===== config.mk =====
export PLATFORM = sky130hd
export DESIGN_NAME = pstm_cfg_regs
export DESIGN_NICKNAME = d
export VERILOG_FILES = /design/src/rtl/pstm_pkg.sv /design/src/rtl/pstm_cfg_regs.sv
export SDC_FILE = /design/constraint.sdc
export NUM_CORES = 1
export LEC_CHECK = 0
export BUFFER_PORTS_ARGS = -buffer_cell sky130_fd_sc_hd__buf_4
export CELL_PAD_IN_SITES_DETAIL_PLACEMENT = 1
export CELL_PAD_IN_SITES_GLOBAL_PLACEMENT = 2
export CORE_ASPECT_RATIO = 1.75
export CORE_MARGIN = 3
export CORE_UTILIZATION = 32
export CTS_BUF_LIST = sky130_fd_sc_hd__clkbuf_8
export DETAILED_ROUTE_END_ITERATION = 12
export PLACE_DENSITY_LB_ADDON = 0.1
export SYNTH_ARGS = -nofsm -noshare
export SYNTH_HDL_FRONTEND = slang
export SYNTH_SLANG_ARGS = --single-unit

===== constraint.sdc =====
create_clock -name clk -period 2 [get_ports clk]
set_input_delay 0.4 -clock clk [delete_from_list [all_inputs] [get_ports clk]]
set_output_delay 0.4 -clock clk [all_outputs]
set_load 0.1 [all_outputs]

===== src/rtl/pstm_pkg.sv =====
package pstm_pkg;

  localparam int WORD_W         = 32;
  localparam int IDX_W          = 29;
  localparam int DEG_W          = 3;
  localparam int CFG_IDX_W      = 4;
  localparam int LANES          = 8;
  localparam int LANE_W         = 3;
  localparam int NUM_COEFS      = 7;
  localparam int MAX_DEGREE_DEF = 6;

  typedef logic [WORD_W-1:0] word_t;
  typedef word_t [LANES-1:0] lane_words_t;
  typedef word_t [NUM_COEFS-1:0] coef_arr_t;

  // Register map of the configuration port.
  typedef enum logic [CFG_IDX_W-1:0] {
    REG_DEGREE = 4'd0,
    REG_COEF_0 = 4'd1,
    REG_COEF_1 = 4'd2,
    REG_COEF_2 = 4'd3,
    REG_COEF_3 = 4'd4,
    REG_COEF_4 = 4'd5,
    REG_COEF_5 = 4'd6,
    REG_COEF_6 = 4'd7
  } cfg_reg_t;

  // One pipeline slot: eight sample positions and their Horner accumulators.
  typedef struct packed {
    logic        valid;
    logic        last;
    lane_words_t x;
    lane_words_t acc;
  } pipe_t;

endpackage


===== src/rtl/pstm_cfg_regs.sv =====
module pstm_cfg_regs #(
  parameter int MAX_DEGREE = pstm_pkg::MAX_DEGREE_DEF
) (
  input  logic                           clk,
  input  logic                           rst_n,
  input  logic                           cfg_valid,
  output logic                           cfg_ready,
  input  logic [pstm_pkg::CFG_IDX_W-1:0] cfg_index,
  input  pstm_pkg::word_t                cfg_data,
  output pstm_pkg::coef_arr_t            coef_eff
);

  localparam logic [pstm_pkg::DEG_W-1:0] MaxDeg = pstm_pkg::DEG_W'(MAX_DEGREE);
  // Only coef_1 is set after reset, so the polynomial starts as p(x) = x.
  localparam pstm_pkg::coef_arr_t CoefRst = pstm_pkg::coef_arr_t'(1) << pstm_pkg::WORD_W;

  logic [pstm_pkg::DEG_W-1:0] degree_r;
  logic [pstm_pkg::DEG_W-1:0] deg_eff;
  pstm_pkg::coef_arr_t        coef_r;
  logic                       wr_en;
  logic [pstm_pkg::LANE_W-1:0] coef_sel;

  assign cfg_ready = 1'b1;
  assign wr_en     = cfg_valid && cfg_ready;
  assign coef_sel  = pstm_pkg::LANE_W'(cfg_index - pstm_pkg::REG_COEF_0);

  always_ff @(posedge clk) begin
    if (!rst_n) begin
      degree_r <= pstm_pkg::DEG_W'(1);
      coef_r   <= CoefRst;
    end else if (wr_en) begin
      case (cfg_index) inside
        pstm_pkg::REG_DEGREE: begin
          degree_r <= cfg_data[pstm_pkg::DEG_W-1:0];
        end
        [pstm_pkg::REG_COEF_0:pstm_pkg::REG_COEF_6]: begin
          coef_r[coef_sel] <= cfg_data;
        end
        default: begin
        end
      endcase
    end
  end

  // Coefficients above the active degree read as zero, so a fixed-depth
  // Horner chain gives the same value as a shorter one.
  assign deg_eff = (degree_r > MaxDeg) ? MaxDeg : degree_r;

  always_comb begin
    for (int k = 0; k < pstm_pkg::NUM_COEFS; k++) begin
      coef_eff[k] = (pstm_pkg::DEG_W'(k) <= deg_eff) ? coef_r[k] : '0;
    end
  end

endmodule


After elaboration in Yosys (flattened, before gate mapping)
Cells that the tools add are included.

Flip-flop bits (word level): 227. Input bits: 39. Output and inout port bits: 225.

$add $sub $neg: 1. Order comparisons: 12. Mux-type cells: 11. Bitwise logic cells: 1. Reduce and logical (&&, ||, !) cells: 5.

Operators by type and width (count): 2-to-1 mux 32 bit (8); bitwise mux 224 bit (1); demux 32 bit (select 3 bit) (1); <= comparator 3 bit, first input constant (3); <= comparator 1 x 3 -> 1 bit, first input constant (2); <= comparator 2 x 3 -> 1 bit, first input constant (2); greater-or-equal comparator 4 x 1 -> 1 bit, second input constant (1); <= comparator 4 x 3 -> 1 bit, second input constant (1); zero test 4 bit (1); < comparator 3 x 4 -> 1 bit, second input constant (1); greater-or-equal comparator 3 x 1 -> 1 bit, second input constant (1); > comparator 3 bit, second input constant (1); 2-to-1 mux 3 bit (1); AND reduction 3 bit (1); subtractor 3 x 1 -> 3 bit, second input constant (1); logical AND 1 bit (2); AND reduction 2 bit (1); NOT 1 bit (1).

Depth between registers and ports, before layout
Word-level depth: 6. Mapped depth: 7.

Least setup slack after synthesis
OpenSTA, ideal clock, no wires.

Path kind: flip-flop to output port. Start: register degree_r[1] in the netlist's numbering. End: output coef_eff[100] in the netlist's numbering. Data arrival time: 2.254 ns. Path slack: -0.654 ns. Stages on the path, launching flop included: 5. Path buffers: 2. Cell sequence: dfxtp_1 -> clkbuf_1 -> a21oi_1 -> clkbuf_1 -> nor2b_1.

RTL lines: start: declaration (line pstm_cfg_regs.sv:17) `logic [pstm_pkg::DEG_W-1:0] degree_r;`; start signal: assignment (line pstm_cfg_regs.sv:29) `degree_r <= pstm_pkg::DEG_W'(1);`; start signal: assignment (line pstm_cfg_regs.sv:34) `degree_r <= cfg_data[pstm_pkg::DEG_W-1:0];`; end: declaration (line pstm_cfg_regs.sv:10) `output pstm_pkg::coef_arr_t coef_eff`.

==> key figures <==
Clocking
  • CTS tree: built
  • Max Root-Sink Buffers: 3
  • CTS buffer count: 39
  • Worst-Skew Late Latency: 0.53 ns
  • CTS sink count: 227
  • Hold buffers post-CTS: 0
  • H-tree Lvls: 2
  • Clock Pin Slew Worst Setup and Hold Paths: 0.07 ns
  • CTS root buf: clkbuf_8

Power
  • Clock power share: 45.0%
  • Int Pwr: 7.45 mW
  • Switching Share: 25.6%
  • P_leak: 7.41 nW
  • Combinational cell fraction of total power: 8.9%
  • Cell Pwr Density: 594 nW/um^2
  • Worst VDD drop: 0.000428 V
  • NetSw: 2.57 mW
  • Seq pwr share: 46.1%

Cells and area
  • Fillers: 2981
  • Post-Layout Cell Count: 1712
  • Share of cells above drive strength 1: 44.9%
  • Ant. Diodes: 0
  • Nets@finish: 1341
  • Area Overhead vs Synth: 74.2%
  • Final Util: 57.0%

Outcome
  • Status: complete, but fails checks
  • Failing checks: setup timing

Global route
  • Met3 Use GR: 3.91%
  • Largest net degree at the start of global routing: 48
  • GR peak layer: met2
  • Initial antenna violation count: 0
  • Vias in the first global route: 8989
  • Gr usage total: 22.0%
  • Grt total ovfl: 0
  • Grt met2 use: 40.4%
  • GR Util met1: 25.3%
  • Global-route wire length before repair: 54400 um

Timing
  • RSZ-0062 raised after global routing: yes
  • Hold Violations, Final: 0
  • Maximum clock frequency: 454 MHz
  • Min Tclk post-route: 2.20 ns
  • Final hold slack: 0.101 ns
  • Final setup violation count: 176
  • Fin crit share: 110%
  • Setup ws final: -0.201 ns
  • Worst Skew: 0 ns
  • Slew Limit Fails: 0

Synth
  • Largest cells by area after synthesis: dfxtp_1, mux2i_1, nand2_1
  • Synthesized area: 9690 um^2
  • Yosys top cell area share: 46.9%
  • FF+latch count, synth: 227
  • Top cell type by total area after synthesis: dfxtp_1
  • Syn nets: 1076
  • Sequential-to-total area share from yosys stat: 46.9%
  • Yosys cell types: 26
  • Syn Inst Count: 1036
  • Post-synthesis average cell area: 9.35 um^2
  • Yosys warns: 0

Critical path
  • Cell family with most CP delay: buffers and inverters
  • Largest stage delay on the critical path: 0.38 ns
  • CP startpoint kind: flop
  • Worst Path Class, Setup: flop to output pin
  • Crit path buf inv count: 3
  • Max FO, Critical Path: 5
  • Crit-path cells: nor3_4 -> buf_6 -> clkbuf_16 -> nor2b_4 -> buf_12
  • Worst EP required: 1.60 ns
  • CP endpoint kind: output pin
  • WP data arrival: 1.80 ns
  • Critical path's slowest cell: dfxtp_4

Min path
  • Worst Hold Class: primary input to flop

Detailed routing
  • Initial DRC count: 245
  • Routed WL per cell: 22.5 um
  • Detail Route Antenna Nets: 0
  • # DRC: 0
  • DR pass1 iterations: 4
  • Vias/cell: 4.81
  • Via count: 8235
  • Routed WL: 38500 um

Placement
  • DP Cell Count: 1613
  • Pre-CTS setup slack: 0.111 ns
  • HPWL after DPL: 23300 um
  • Routability cong.: 0.752
  • Buffers on Ports: 262

Floorplan
  • Die Width: 138 um
  • I/O pin total: 264
  • # rows: 83
  • Die area: 32500 um^2
  • Initial core utilization: 32.7%
  • Die height: 236 um
  • Core Area: 29600 um^2

Job
  • Max_cap viols: 0
==> worst reg2reg max path, cell delays in order (launching register included) <==
cell and delay, ns:
dfxtp_4 0.40, buf_6 0.14, buf_12 0.13, buf_4 0.13, mux2i_1 0.12, nor2b_1 0.06
==> power groups by stage <==
stage	sequential [mW]	combinational (mW)	clock, mW
4_1_cts	4.62	0.863	4.64
2_1_floorplan	4.71	0.519	0
6_report	4.62	0.894	4.51
5_1_grt	4.63	0.942	4.84
3_5_place_dp	4.72	0.807	0
3_3_place_gp	4.72	0.801	0
==> cell families after synthesis <==
family | count (synthesis) | synth area share [%]
muxes | 227 | 23.5
xor gates and xnor gates | 1 | 0.168
and+or+nand+nor | 466 | 23.7
DFF | 227 | 46.9
buffers and inverters | 111 | 5.46
AOI/OAI and AO/OA | 2 | 0.129
adders and majority gates | 1 | 0.129
other | 1 | 0.0387
==> synthesized netlist by cell type, drive strengths merged <==
master and number:
buf 28, nand4b 2, nor3b 1, o21a 1, dfxtp 227, clkbuf 81, and2 64, ha 1
and4bb 2, mux2i 227, nor2b 102, nand4 2, a21oi 1, nand2 258, inv 2, nor3 1
xnor2 1, and3 32, conb 1, nor2 2
==> layout by cell type, fill, tap and decap left out, types with 2 or more instances in the layout <==
| cell type | synthesis | final |
|---|---|---|
| and2_4 | 0 | 64 |
| and3_1 | 32 | 4 |
| and3_2 | 0 | 12 |
| and3_4 | 0 | 16 |
| and4bb_2 | 2 | 2 |
| buf_12 | 0 | 195 |
| buf_16 | 0 | 7 |
| buf_4 | 16 | 97 |
| buf_6 | 6 | 21 |
| buf_8 | 0 | 4 |
| clkbuf_16 | 0 | 8 |
| clkbuf_8 | 0 | 59 |
| dfxtp_1 | 227 | 224 |
| dfxtp_4 | 0 | 3 |
| inv_1 | 2 | 12 |
| mux2i_1 | 227 | 227 |
| nand2_1 | 258 | 256 |
| nand2_2 | 0 | 2 |
| nor2b_1 | 102 | 5 |
| nor2b_2 | 0 | 2 |
| nor2b_4 | 0 | 95 |
==> state kept, by name (all words and copies together), names as in the netlist <==
| name | cells |
|---|---|
| degree_r | 3 |
| coef_r | 224 |
==> per-layer routing <==
layer	routed length [um]	up-vias
li1	-	3865
met1	14300	4082
met2	21400	238
met3	1760	50
met4	1020	0
met5	0	-
==> final cells by class <==
cell class	instances	area, um^2	share of cell area [%]
multi-input cells	698	5650	33.5
repair buffers	333	5340	31.6
flip-flops and latches	227	4560	27.0
clock buffers	58	798	4.73
well taps	382	478	2.83
clock inverters	12	51.3	0.304
inverters	2	7.51	0.0445
==> path summary, 6_finish.rpt <==
path / from / end / slack [ns] / depth (start not counted)
hold / removal: cfg_data[0] / degree_r[0]$_SDFFE_PN1P_ / 0.10 / 3
setup / recovery: degree_r[0]$_SDFFE_PN1P_ / coef_eff[52] / -0.20 / 5
hold reg to reg: coef_r[198]$_SDFFE_PN0P_ / coef_r[198]$_SDFFE_PN0P_ / 0.45 / 2
setup reg to reg: degree_r[2]$_SDFFE_PN0P_ / degree_r[2]$_SDFFE_PN0P_ / 0.90 / 5
==> through the flow <==
step | TNS [ns] | area [um^2] | total power, mW
finish | -20.81 | 16900 | 10.0
global route | -35.43 | 16900 | 10.4
CTS | -29.81 | 16100 | 10.1
detailed placement | 0 | 13000 | 5.53
global placement | 0 | 13000 | 5.52
floorplan | -7.73 | 10400 | 5.23
==> repair_timing <==
item,in CTS,in global routing
setup buffers,12,7
gates resized for setup,479,185
gates cloned,9,9
setup endpoints to repair,192,192
pin swaps,4,18
Power figures use the tool's default switching activity.
