<file path="src/rtl/pstm_pkg.sv">
package pstm_pkg;

  localparam int WORD_W         = 32;
  localparam int IDX_W          = 29;
  localparam int DEG_W          = 3;
  localparam int CFG_IDX_W      = 4;
  localparam int LANES          = 8;
  localparam int LANE_W         = 3;
  localparam int NUM_COEFS      = 7;
  localparam int MAX_DEGREE_DEF = 6;

  typedef logic [WORD_W-1:0] word_t;
  typedef word_t [LANES-1:0] lane_words_t;
  typedef word_t [NUM_COEFS-1:0] coef_arr_t;

  // Register map of the configuration port.
  typedef enum logic [CFG_IDX_W-1:0] {
    REG_DEGREE = 4'd0,
    REG_COEF_0 = 4'd1,
    REG_COEF_1 = 4'd2,
    REG_COEF_2 = 4'd3,
    REG_COEF_3 = 4'd4,
    REG_COEF_4 = 4'd5,
    REG_COEF_5 = 4'd6,
    REG_COEF_6 = 4'd7
  } cfg_reg_t;

  // One pipeline slot: eight sample positions and their Horner accumulators.
  typedef struct packed {
    logic        valid;
    logic        last;
    lane_words_t x;
    lane_words_t acc;
  } pipe_t;

endpackage

</file>
<file path="src/rtl/pstm_parity_out.sv">
module pstm_parity_out (
  input  logic                          clk,
  input  logic                          rst_n,
  input  pstm_pkg::pipe_t               d,
  output logic                          out_strobe,
  output logic [pstm_pkg::LANES-1:0]    out_seq_byte,
  output logic                          out_last_out
);

  logic                       strobe_r;
  logic [pstm_pkg::LANES-1:0] byte_r;
  logic [pstm_pkg::LANES-1:0] byte_nxt;
  logic                       last_r;

  // First sample position lands in the most significant bit.
  always_comb begin
    for (int j = 0; j < pstm_pkg::LANES; j++) begin
      byte_nxt[pstm_pkg::LANES-1-j] = ^d.acc[j];
    end
  end

  always_ff @(posedge clk) begin
    if (!rst_n) begin
      strobe_r <= 1'b0;
    end else begin
      strobe_r <= d.valid;
    end
  end

  always_ff @(posedge clk) begin
    byte_r <= byte_nxt;
    last_r <= d.last;
  end

  assign out_strobe   = strobe_r;
  assign out_seq_byte = byte_r;
  assign out_last_out = last_r;

endmodule

</file>
<file path="config.mk">
export PLATFORM = sky130hd
export DESIGN_NAME = pstm_parity_out
export DESIGN_NICKNAME = d
export VERILOG_FILES = /design/src/rtl/pstm_pkg.sv /design/src/rtl/pstm_parity_out.sv
export SDC_FILE = /design/constraint.sdc
export NUM_CORES = 1
export LEC_CHECK = 0
export BUFFER_PORTS_ARGS = -buffer_cell sky130_fd_sc_hd__buf_4
export CORE_AREA = 2 2 204 206
export CTS_CLUSTER_DIAMETER = 200
export DETAILED_ROUTE_END_ITERATION = 16
export DIE_AREA = 0 0 206 208
export GPL_TIMING_DRIVEN = 0
export RECOVER_POWER = 25
export SYNTH_ARGS = -nofsm -noshare
export SYNTH_HDL_FRONTEND = slang
export SYNTH_SLANG_ARGS = --single-unit
</file>
<file path="constraint.sdc">
create_clock -name clk -period 1.7 [get_ports clk]
set_clock_uncertainty 0.2 [all_clocks]
set_input_delay 0.17 -clock clk [delete_from_list [all_inputs] [get_ports clk]]
set_output_delay 0.17 -clock clk [all_outputs]
set_load 0.1 [all_outputs]
</file>
Yosys cells after proc, flatten, opt, wreduce, memory -nomap -nowiden
Cells that the tools add are included.
Widths: inputs -> output; s select.

word-level totals
  output and inout bits = 10
  input port bits = 516
  bits in registers = 10
  word-level logic and storage cells = 11

operators by class
  reductions and logical operators = 8

operators by type and width
  operator           count
  $reduce_xor 32->1  8

Logic depth before layout (Yosys ltp)
Gate-level depths: netlist of run 1.

  depth after elaboration = 1
  mapped depth = 5
  depth with buffers taken out = 5

Worst setup path after synthesis of run 1
OpenSTA, ideal clock, no wires.

  path type = register to output
  from = reg last_r (netlist: out_last_out)
  to = out out_last_out
  data arrival time = 0.909 ns
  slack = 0.421 ns
  cell stages (with the launch flop) = 1
  path buffers = 0
  path through = dfxtp_1

RTL lines
  what                    RTL line               text
  from (decl)             pstm_parity_out.sv:13  logic last_r;
  from (signal assigned)  pstm_parity_out.sv:32  last_r <= d.last;
  to (decl)               pstm_parity_out.sv:7   output logic out_last_out

No word-level cell between the ends.

Worst setup path after layout of run 1
  from = in rst_n
  to = reg strobe_r (netlist: out_strobe)

RTL lines
  what                  RTL line               text
  from (decl)           pstm_parity_out.sv:3   input logic rst_n,
  to (signal assigned)  pstm_parity_out.sv:26  strobe_r <= d.valid;
  to (decl)             pstm_parity_out.sv:10  logic strobe_r;

No word-level cell between the ends.

==> impl_metrics.ini, run 1 <==
[min_path]
holdPathEnd = out_seq_byte[7]$_DFF_P_
hold_class = in2reg
min_path_cells = 6
min_from = d[4]

[global_route]
grt_max_degree = 7
grt_usage_pct = 4.06
grt_pass1_wl_um = 13200
grt_antenna_before_repair = 0
grt_pass1_vias = 2656
overflow = 0

[critical_path]
critPathKind = in2reg
crit_fanout = 1
cp-start-kind = primary input
critPathArrivalTime_ns = 1.53
crit_required_ns = 1.65
setup.worst_path.end_class = flop

[yosys]
yosysWarnings = 0
yosysSeqAreaShare_pct = 8.42
synth_area_um2 = 2380
synth_top_cell_area_share_pct = 82.5
yosys.area.top_type = xnor2_1
synthesis.nets = 775
syn_inst = 259
synth_cell_type_count = 4
avgSynthCellArea_um2 = 9.18
synth-seq-cells = 10
yosys-top-cells-area = xnor2_1, xor2_1, dfxtp_1

[place]
dp_cells = 1060
gp_congestion = 0.685
port_buffers = 269
hpwl_um = 8170

[detailed_routing]
drc = 0
wl_per_cell_um = 8.28
first_pass_iters = 4
vias_per_cell = 2.38
wl_um = 8830
vias = 2543
ant_nets = 0
drt-initial-drc-count = 13

[sta]
grt_setup_unrepaired = false
period_share_pct = 93.2
finalHoldViolCount = 0
min_period_ns = 1.58
max_freq_mhz = 631
max_slew_margin_pct = 63.3
tns_ns = 0
setup_violations = 0
slew_viol_final = 0
worstMarginPinSlew_ns = 0.553

[cells_and_area]
regArea_um2 = 200
nNetsFinal = 1052
syn_to_final_growth_pct = 118
multi_input_area_um2 = 2180
fillers = 4664
final_cells = 1067
drive_gt1_share_pct = 51.0
diodes = 0

[power]
p_leak_nw = 2.00
power_density_nw_per_um2 = 786
ir_drop_mv = 0.501

[clock_network]
cts_buffer_depth = 2
cts.sinks = 10
cts_tree = done
clk_pin_slew_worst_paths_ns = 0.06
cts_inserted_buffers = 3
clockRootBuffer = clkbuf_16
cts.repair.resized = 0
htree_levels = 1

[status]
run_status = finished clean

[die]
start_util_pct = 5.87
dieArea_um2 = 42800
die_h_um = 208
core_um2 = 40600
io_pins = 526
die_x_um = 206
rows = 74

[run]
drv_cap = 0
==> per-layer routing <==
layer,wire length (um),up-vias,track usage [%]
met4,41,0,0.345
met3,789,6,1.58
met5,0,-,0
met1,2860,1081,3.94
li1,-,1330,-
met2,5140,126,8.17
==> worst max-delay path: stages <==
cell and delay, ns:
dlygate4sd3_1 0.55, buf_4 0.13, and2_1 0.14, dlygate4sd3_1 0.54
==> how the worst max path moves through the flow <==
| stage | startpoint | endpoint | slack (ns) | depth (start not counted) |
|---|---|---|---|---|
| final | rst_n | out_strobe$_SDFF_PN0_ | 0.12 | 4 |
| after global routing | d[98] | out_seq_byte[4]$_DFF_P_ | 0.05 | 6 |
| after CTS | d[99] | out_seq_byte[4]$_DFF_P_ | 0.12 | 6 |
| after detailed placement | d[99] | out_seq_byte[4]$_DFF_P_ | -0.16 | 6 |
| after global placement | d[99] | out_seq_byte[4]$_DFF_P_ | -0.18 | 6 |
| after floorplan | out_last_out$_DFF_P_ | out_last_out | 0.42 | 0 |
==> repair_timing <==
| action | 4_1_cts | 5_1_grt |
|---|---|---|
| hold buffers | 3 | 0 |
| buffers inserted | 0 | 0 |
| endpoints found under the hold margin | 2 | 0 |
==> cell families (layout without fill, tap and decap cells) <==
group | Yosys count | count (layout) | share of synthesized area, %
flip-flops | 10 | 10 | 8.42
XOR/XNOR | 248 | 248 | 91.3
buffers and inverters | 0 | 276 | 0
AND/OR/NAND/NOR | 1 | 1 | 0.263
==> metrics by stage <==
stage	total power [mW]	util, %	instance area, um^2	worst slack [ns]	hold slack (ns)
after floorplan	2.60	-	2380	0.421	-0.00228
after global placement	3.64	12.5	5060	-0.179	0.0750
after detailed placement	3.63	12.5	5060	-0.156	0.0810
after CTS	4.29	12.8	5180	0.117	0.353
after global routing	4.40	12.8	5180	0.0540	0.381
final	4.07	12.8	5180	0.116	0.360
==> synth_stat cells <==
cell	instances
xnor2_1	224
xor2_1	24
dfxtp_1	10
and2_1	1
==> flip-flops by register name, indices dropped and copies added, names as in the netlist <==
name,flops
out_last_out,1
out_seq_byte,8
out_strobe,1
==> area by class of cell <==
type                       instances  area share (%)
tap                              532            12.9
sequential                        10            3.86
multi-input combinational        249            42.1
clock buffer                       4            1.71
timing repair buffer             272            39.5
==> where the power goes <==
group,total [mW],internal (mW),switching [mW]
registers,0.408,0.364,0.0442
logic,3.11,1.44,1.66
clock network,0.558,0.360,0.198
total,4.07,2.17,1.90
==> cell usage in the layout, fill, tap and decap left out <==
cell type / instances
and2_1: 1
buf_4: 264
clkbuf_16: 3
clkbuf_2: 1
clkbuf_4: 4
clkbuf_8: 1
dfxtp_1: 10
dlygate4sd3_1: 3
xnor2_1: 224
xor2_1: 24
No activity file was read; power rests on OpenSTA's default activity.
==> run 2: changes to the inputs <==
Settings changed: CORE_AREA 2 2 204 206 to 2 2 206 208, DIE_AREA 0 0 206 208 to 0 0 208 210.
Clock period 1.7 ns to 1.68 ns, I/O delays scaled along.
==> run 2 against run 1 <==
  * Utilization down 0.27 points
  * Largest cell class unchanged
  * First-iteration DRC count grew to 2.8 times the previous value
  * Worst hold slack improved by 0.0026 ns
  * Clock-buffer cell count did not move
==> impl_metrics.ini, run 2 (synthesized netlist as in run 1, its figures left out) <==
[place]
placed_cell_area_um2 = 5070
gp_congestion = 0.686
port_buffers = 269
dp_cells = 1067
hpwl_um = 8480
place_ws_ns = -0.138

[detailed_routing]
m1WireLength_um = 2940
wl_per_cell_um = 8.49
drt-initial-drc-count = 37
first_pass_iters = 2
met3_length_um = 901
drc = 0
top_layer_used = met4
vias_per_cell = 2.40
wl_met2_um = 5250
wl_um = 9130
vias = 2576
ant_nets = 0

[cells_and_area]
syn_to_final_growth_pct = 118
nNetsFinal = 1052
layout_commonest_cell = buf_4
multi_input_area_um2 = 2180
final_util_pct = 12.5
largest_reg_flops = 8
regArea_um2 = 200
final_cells = 1075
drive_gt1_share_pct = 51.0
fillers = 4762
finalInstanceArea_um2 = 5190
mostFrequentLayoutCells = buf_4, xnor2_1, xor2_1, dfxtp_1

[power]
sw_frac_of_total_pct = 46.9
p_sw_mw = 1.93
ir_drop_mv = 0.424
p_leak_nw = 2.00
pwr-share-clk_pct = 13.2
total_power_mw = 4.11
comb_power_share_pct = 76.9
seqPwrFrac_pct = 10.0
power_density_nw_per_um2 = 793
p_int_mw = 2.18

[sta]
period_share_pct = 94.8
max_slew_margin_pct = 63.3
min_period_ns = 1.59
setup_ws_ns = 0.0880
tns_ns = 0
max_freq_mhz = 628
grt_setup_unrepaired = false
finalHoldViolCount = 0
hold_ws_ns = 0.362
worstMarginPinSlew_ns = 0.553
slew_viol_final = 0
setup_violations = 0

[clock_network]
cts_setup_buffers = 0
cts.repair.resized = 0
cts.sinks = 10
clk_pin_slew_worst_paths_ns = 0.06
cts_buffer_depth = 2
cts_inserted_buffers = 3
cts_tree = done
htree_levels = 1
clockRootBuffer = clkbuf_16

[global_route]
grt_pass1_vias = 2706
grt_usage_pct = 4.03
overflow = 0
grt_max_degree = 7
grt_antenna_before_repair = 1
grt_pass1_wl_um = 13500

[critical_path]
critPathKind = in2reg
setup.worst_path.end_class = flop
crit_required_ns = 1.62
cp_cell_sequence = dlygate4sd3_1, buf_4, and2_1, dlygate4sd3_1
cp-start-kind = primary input
crit_fanout = 1
critPathArrivalTime_ns = 1.53
max_stage_delay_ns = 0.55
slowest_stage = dlygate4sd3_1
crit_top_cell = dlygate4sd3_1

[die]
die_h_um = 210
io_pins = 526
start_util_pct = 5.73
dieArea_um2 = 43700
rows = 75
core_um2 = 41500
die_x_um = 208

[min_path]
hold_class = in2reg
holdPathEnd = out_seq_byte[7]$_DFF_P_
min_path_cells = 6
min_from = d[12]

[status]
run_status = finished clean

[run]
drv_cap = 0
[run 2: worst max-delay path by stage]
stage	end	startpoint	slack, ns
floorplan	out_last_out	out_last_out$_DFF_P_	0.40
global placement	out_seq_byte[5]$_DFF_P_	d[71]	-0.14
detailed placement	out_seq_byte[5]$_DFF_P_	d[71]	-0.14
CTS	out_strobe$_SDFF_PN0_	rst_n	0.11
global route	out_strobe$_SDFF_PN0_	rst_n	0.07
finish	out_strobe$_SDFF_PN0_	rst_n	0.09
[run 2: power by group through the flow]
stage	clock network [mW]	logic, mW	registers [mW]
global route	0.603	3.44	0.426
CTS	0.603	3.29	0.419
detailed placement	0	3.26	0.421
global placement	0	3.25	0.424
finish	0.541	3.16	0.410
floorplan	0	1.47	1.16
[run 2: worst max-delay path: cells and delay by family]
family / cells / cell delay (ns)
AND/OR/NAND/NOR: 1 / 0.14
buffers and inverters: 3 / 1.22
[run 2: cell type report]
cell class	instances	share of cell area (%)
Timing Repair Buffer	272	39.4
Tap cell	539	13.0
Sequential cell	10	3.86
Multi-Input combinational cell	249	42.0
Clock buffer	4	1.71
Antenna cell	1	0.0483
[run 2: what timing repair did]
item / CTS / global route
endpoints found under the setup margin: 0 / 0
hold buffers: 3 / 0
hold endpoints to repair: 2 / 0
[run 2: metal layers]
metal,vias up,GRT usage (%)
met4,0,0.391
met3,4,1.52
met5,-,0
met1,1081,3.93
met2,158,8.21
li1,1333,-
